File: config.mk
export PLATFORM = sky130hd
export DESIGN_NAME = tak_ctrl
export DESIGN_NICKNAME = d
export VERILOG_FILES = /design/src/design/tak_pkg.sv /design/src/design/tak_ctrl.sv
export SDC_FILE = /design/constraint.sdc
export NUM_CORES = 1
export LEC_CHECK = 0
export BUFFER_PORTS_ARGS = -buffer_cell sky130_fd_sc_hd__buf_4
export CAP_MARGIN = 10
export CORE_MARGIN = 2
export CORE_UTILIZATION = 40
export CTS_CLUSTER_DIAMETER = 200
export CTS_CLUSTER_SIZE = 14
export DETAILED_ROUTE_END_ITERATION = 10
export SLEW_MARGIN = 20
export SYNTH_ARGS = -nofsm -noshare
export SYNTH_HDL_FRONTEND = slang
export SYNTH_SLANG_ARGS = --single-unit
File: constraint.sdc
create_clock -name clk -period 2.2 [get_ports clk]
set_clock_uncertainty 0.15 [all_clocks]
set_input_delay 0.22 -clock clk [delete_from_list [all_inputs] [get_ports clk]]
set_output_delay 0.22 -clock clk [all_outputs]
set_load 0.01 [all_outputs]
File: src/design/tak_pkg.sv
// ----------------------------------------------------------------------------
// tak_pkg
// Shared types and constants for the tilt angle Kalman filter.
// ----------------------------------------------------------------------------
package tak_pkg;

	localparam int unsigned FRAC_SHIFT = 24;
	localparam int unsigned CFG_W      = 32;
	localparam int unsigned IO_W       = 32;

	typedef enum logic [1:0] {
		REG_QA  = 2'd0,
		REG_QB  = 2'd1,
		REG_R   = 2'd2,
		REG_DT  = 2'd3
	} reg_idx_t;

	localparam logic [CFG_W-1:0] QA_RESET = 32'd2516582;
	localparam logic [CFG_W-1:0] QB_RESET = 32'd16777;
	localparam logic [CFG_W-1:0] R_RESET  = 32'd83886080;
	localparam logic [CFG_W-1:0] DT_RESET = 32'd83886;

	// Datapath operations, one per controller step.
	typedef enum logic [4:0] {
		OP_NONE,
		OP_LOAD,       // latch input item, rate error = rate - bias
		OP_MUL_RATE,   // product = rate_err * dt
		OP_ANG_PRED,   // angle += product ; pd0 = qa - p01 - p10
		OP_MUL_PD0,    // product = pd0 * dt
		OP_P00_PRED,
		OP_MUL_P11,    // product = -p11 * dt
		OP_P01_PRED,   // p01 += product, p10 += product
		OP_MUL_QB,
		OP_P11_PRED,   // p11 += product ; err ; e = r + p00
		OP_DIV_K0,     // start k0 = p00 / e
		OP_DIV_K1,     // store k0, start k1 = p10 / e
		OP_K1_STORE,
		OP_MUL_K0P00,
		OP_UPD_P00,    // t0/t1 retained in tmp registers
		OP_MUL_K0P01,
		OP_UPD_P01,
		OP_MUL_K1P00,
		OP_UPD_P10,
		OP_MUL_K1P01,
		OP_UPD_P11,
		OP_MUL_K0ERR,
		OP_UPD_ANG,
		OP_MUL_K1ERR,
		OP_UPD_BIAS
	} dp_op_t;

	typedef struct packed {
		dp_op_t op;
		logic   mul_start;
		logic   div_start;
	} dp_cmd_t;

	typedef struct packed {
		logic mul_done;
		logic div_done;
	} dp_sts_t;

endpackage

File: src/design/tak_ctrl.sv
// ----------------------------------------------------------------------------
// tak_ctrl
// Sequencer for one filter update: walks the datapath through prediction,
// gain division and correction, then holds the result for the output side.
// ----------------------------------------------------------------------------
module tak_ctrl (
	input  logic             clk,
	input  logic             arst_n,
	input  logic             in_fire,
	input  logic             out_fire,
	input  tak_pkg::dp_sts_t sts,
	output tak_pkg::dp_cmd_t cmd,
	output logic             busy,
	output logic             out_full
);
	import tak_pkg::*;

	typedef enum logic [1:0] {
		ST_IDLE,
		ST_ISSUE,
		ST_WAIT,
		ST_DONE
	} state_t;

	state_t state_q;
	dp_op_t op_q;
	logic   full_q;
	logic   mstart_q, dstart_q;

	function automatic logic is_mul(input dp_op_t o);
		return o == OP_MUL_RATE || o == OP_MUL_PD0 || o == OP_MUL_P11 ||
		       o == OP_MUL_QB || o == OP_MUL_K0P00 || o == OP_MUL_K0P01 ||
		       o == OP_MUL_K1P00 || o == OP_MUL_K1P01 || o == OP_MUL_K0ERR ||
		       o == OP_MUL_K1ERR;
	endfunction

	// The op stays on the command bus while a unit runs so operand muxes hold.
	// The item is latched at the edge that accepts it.
	always_comb begin
		if (state_q == ST_IDLE)
			cmd.op = in_fire ? OP_LOAD : OP_NONE;
		else if (state_q == ST_DONE)
			cmd.op = OP_NONE;
		else
			cmd.op = op_q;
		cmd.mul_start = mstart_q;
		cmd.div_start = dstart_q;
	end

	always_ff @(posedge clk or negedge arst_n) begin
		if (!arst_n) begin
			state_q  <= ST_IDLE;
			op_q     <= OP_NONE;
			full_q   <= 1'b0;
			mstart_q <= 1'b0;
			dstart_q <= 1'b0;
		end else begin
			mstart_q <= 1'b0;
			dstart_q <= 1'b0;
			if (out_fire) full_q <= 1'b0;
			unique case (state_q)
				ST_IDLE: begin
					if (in_fire) begin
						op_q    <= OP_MUL_RATE;
						state_q <= ST_ISSUE;
					end
				end
				ST_ISSUE: begin
					if (is_mul(op_q)) begin
						mstart_q <= 1'b1;
						state_q  <= ST_WAIT;
					end else if (op_q == OP_DIV_K0 || op_q == OP_DIV_K1) begin
						dstart_q <= 1'b1;
						state_q  <= ST_WAIT;
					end else if (op_q == OP_UPD_BIAS) begin
						state_q <= ST_DONE;
					end else begin
						op_q <= dp_op_t'(op_q + 5'd1);
					end
				end
				ST_WAIT: begin
					if ((is_mul(op_q) && sts.mul_done) || (!is_mul(op_q) && sts.div_done)) begin
						op_q    <= dp_op_t'(op_q + 5'd1);
						state_q <= ST_ISSUE;
					end
				end
				ST_DONE: begin
					full_q  <= 1'b1;
					state_q <= ST_IDLE;
				end
			endcase
		end
	end

	assign busy     = (state_q != ST_IDLE) || full_q;
	assign out_full = full_q;
endmodule

==> impl_metrics.env <==
export IMPL_routed_via_count=760
export IMPL_achievable_frequency_ghz=0.428
export IMPL_async_reset_ff_share_pct=100
export IMPL_die_footprint_mm2=0.00246
export IMPL_maxCapViolCount=0
export IMPL_yosys_warn_count=0
export IMPL_drt_initial_drc_count=8
export IMPL_cp_startpoint_kind="flop"
export IMPL_critical_path_slowest_cell="sky130_fd_sc_hd__dfrtp_2"
export IMPL_tritoncts="yes"
export IMPL_max_stage_delay_ps=430
export IMPL_clk_pin_slew_worst_paths_ps=80
export IMPL_setup_repair_after_global_routing_missed_its_margin="yes"
export IMPL_share_of_the_clock_period_used_by_the_worst_path_after_layout_pct=106
export IMPL_worst_slack_ps=-138
export IMPL_grt_overflow=0
export IMPL_place_ws_ps=-132
export IMPL_die_h_um=49.6
export IMPL_hold_start="out_fire"
export IMPL_fin_cells=145
export IMPL_min_delay_path_class="in2reg"
export IMPL_vdd_ir_drop_worst_mv=0.928
export IMPL_top_level_ports=15
export IMPL_crit_arrival_ps=2370
export IMPL_floorplan_initialDensity_pct=42.5
export IMPL_routedWlPerCell_um=14.4
export IMPL_place_detailed_instances=138
export IMPL_post_route_cells_drive_above_1_share_pct=50.8
export IMPL_violations="negative setup slack"
export IMPL_detailed_place_hpwl_mm=1.60
export IMPL_timing_final_hold_violations=0
export IMPL_min_delay_worst_endpoint="out_full"
export IMPL_final_cell_mix="sky130_fd_sc_hd__buf_4 (30), sky130_fd_sc_hd__dfrtp_1 (8), sky130_fd_sc_hd__inv_1 (6), sky130_fd_sc_hd__nor2_1 (6), sky130_fd_sc_hd__nand2b_1 (5)"
export IMPL_grt_start_max_net_pins=11
export IMPL_synthDistinctLibCells=34
export IMPL_number_of_detailed_route_iterations_in_the_first_pass=4
export IMPL_cts_max_path_buffers=2
export IMPL_finalWorstPathRequiredPeriod_ps=2340
export IMPL_rows=16
export IMPL_grtUsageTotal_pct=19.1
export IMPL_final_net_count=134
export IMPL_layout_area_overhead_vs_synth_pct=47.6
export IMPL_grt_antenna_before_repair=0
export IMPL_synth_enable_flop_cells=0
export IMPL_postRouteAntennaNets=0
export IMPL_power_static_leakage_nw=0.588
export IMPL_ys_seq_elements=10
export IMPL_report_final_slew_viol_count=0
export IMPL_critPathMaxFanout=4
export IMPL_cp_data_required_time_ps=2230
export IMPL_num_antenna_cells=0
export IMPL_setup_reg_to_reg_worst_slack_ps=-140
export IMPL_clock_insertion_delay_worst_skew_ps=280
export IMPL_synthesis_area_um2=833
export IMPL_power_per_cell_area_mw_per_mm2=1780
export IMPL_clock_root_buffer="sky130_fd_sc_hd__clkbuf_4"
export IMPL_drc_errors=0
export IMPL_gate_count_of_the_mapped_netlist=85
export IMPL_setup_worst_path_class="reg2reg"
export IMPL_vias_per_cell=5.24
export IMPL_final_common_cell="sky130_fd_sc_hd__buf_4"
export IMPL_reg2reg_depth=7
export IMPL_run_status="finished, violations left"
export IMPL_r2r_start="op_q[1]"
export IMPL_core_mm2=0.00196
export IMPL_syn_num_nets=100
export IMPL_worstReg2RegEnd="op_q[3]"
export IMPL_ys_dominant_reg_cell="sky130_fd_sc_hd__dfrtp_1"
export IMPL_grt_pass1_wl_mm=3.57
export IMPL_tns_ps=-541
export IMPL_drt_total_wl_mm=2.09
export IMPL_worst_slew_pin_slew_ps=381
export IMPL_worst_hold_slack_ps=65.1
export IMPL_timing_slew_headroom_pct=74.4
export IMPL_ys_seq_area_share_pct=30.0
export IMPL_die_width_um=49.6
export IMPL_post_synthesis_mean_instance_area_um2=9.80
export IMPL_critical_path_cell_chain="inv_2 > ha_2 > mux2_4 > a31o_4 > o32a_4 > or3_4 > o311ai_4"
export IMPL_via_count_of_the_first_global_routing_pass=822
export IMPL_critical_path_endpoint_type="flop"
export IMPL_worst_hold_path_num_cells=3
export IMPL_cts_buffers_inserted=3
export IMPL_power_mw=2.19
export IMPL_h_tree_depth=1
export IMPL_numClockSinks=10
export IMPL_gp_routability_congestion=0.808
export IMPL_finalSetupViolCount=7
export IMPL_portBuffers=14
[timing repair]
item,CTS,global route
pin swaps,2,8
buffers inserted,1,1
setup endpoints to repair,7,7
resized for setup,2,14
endpoints found under the hold margin,10,0
hold buffers,1,0
[worst max-delay path: cells and delay by family (launching register included)]
family                     cells  cell delay [ps]
muxes                          1              260
AOI/OAI and AO/OA              3              790
adders and majority gates      1              180
and+or+nand+nor                1              350
DFF                            1              430
buffers and inverters          1               80
[cells by family after synthesis]
family	share of synthesized area (%)
AO/OA/AOI/OAI	20.1
multiplexers	5.41
adder cells (fa/ha/maj)	13.5
buffers and inverters	6.76
AND/OR/NAND/NOR	24.2
flip-flops	30.0
[state kept, by name, indices dropped and copies added, names as in the netlist]
signal and count:
mstart_q 1, op_q 5, out_full 1, dstart_q 1
state_q 2
[report_power, final]
group          leakage (nW)  internal (mW)  switching, mW
Sequential            0.122          0.273         0.0902
Combinational         0.445          0.863          0.785
Clock                0.0210          0.101         0.0759
[routing by layer]
| layer | share of wire [%] | GRT usage (%) |
|---|---|---|
| met1 | 46 | 22.9 |
| met2 | 48 | 32.2 |
| met3 | 4.2 | 4.85 |
| met4 | 1.7 | 7.87 |
| met5 | 0 | 0 |
[synth_stat cells, drive strengths merged, types with 3 or more instances]
cell	instances	area, µm²
inv	8	30.0
mux2i	3	30.0
o31ai	3	22.5
nand2b	5	31.3
nor2b	3	18.8
nor3	7	40.0
buf	3	26.3
nor2	6	22.5
ha	9	113
dfrtp	10	250
[cell type report]
type,count,area [µm²]
timing repair buffer,32,246
tap,27,33.8
fill,184,732
sequential,10,253
inverter,8,30.0
clock buffer,4,36.3
multi-input combinational,64,631
[how the worst max path moves through the flow]
stage,startpoint,end,slack (ps),cells after the start
6_report,op_q[1],op_q[3],-140,7
3_5_place_dp,op_q[0],op_q[3],-130,7
2_1_floorplan,op_q[0],op_q[3],-70,7
5_1_grt,op_q[1],op_q[3],-200,7
4_1_cts,op_q[1],op_q[3],-130,7
3_3_place_gp,op_q[0],op_q[2],-110,7
[metrics by stage]
| stage | area (µm²) | util, % |
|---|---|---|
| floorplan | 861 | - |
| global placement | 1090 | 55.4 |
| detailed placement | 1090 | 55.4 |
| CTS | 1150 | 58.6 |
| global route | 1230 | 62.7 |
| finish | 1230 | 62.7 |
No activity file was read; power rests on OpenSTA's default activity.
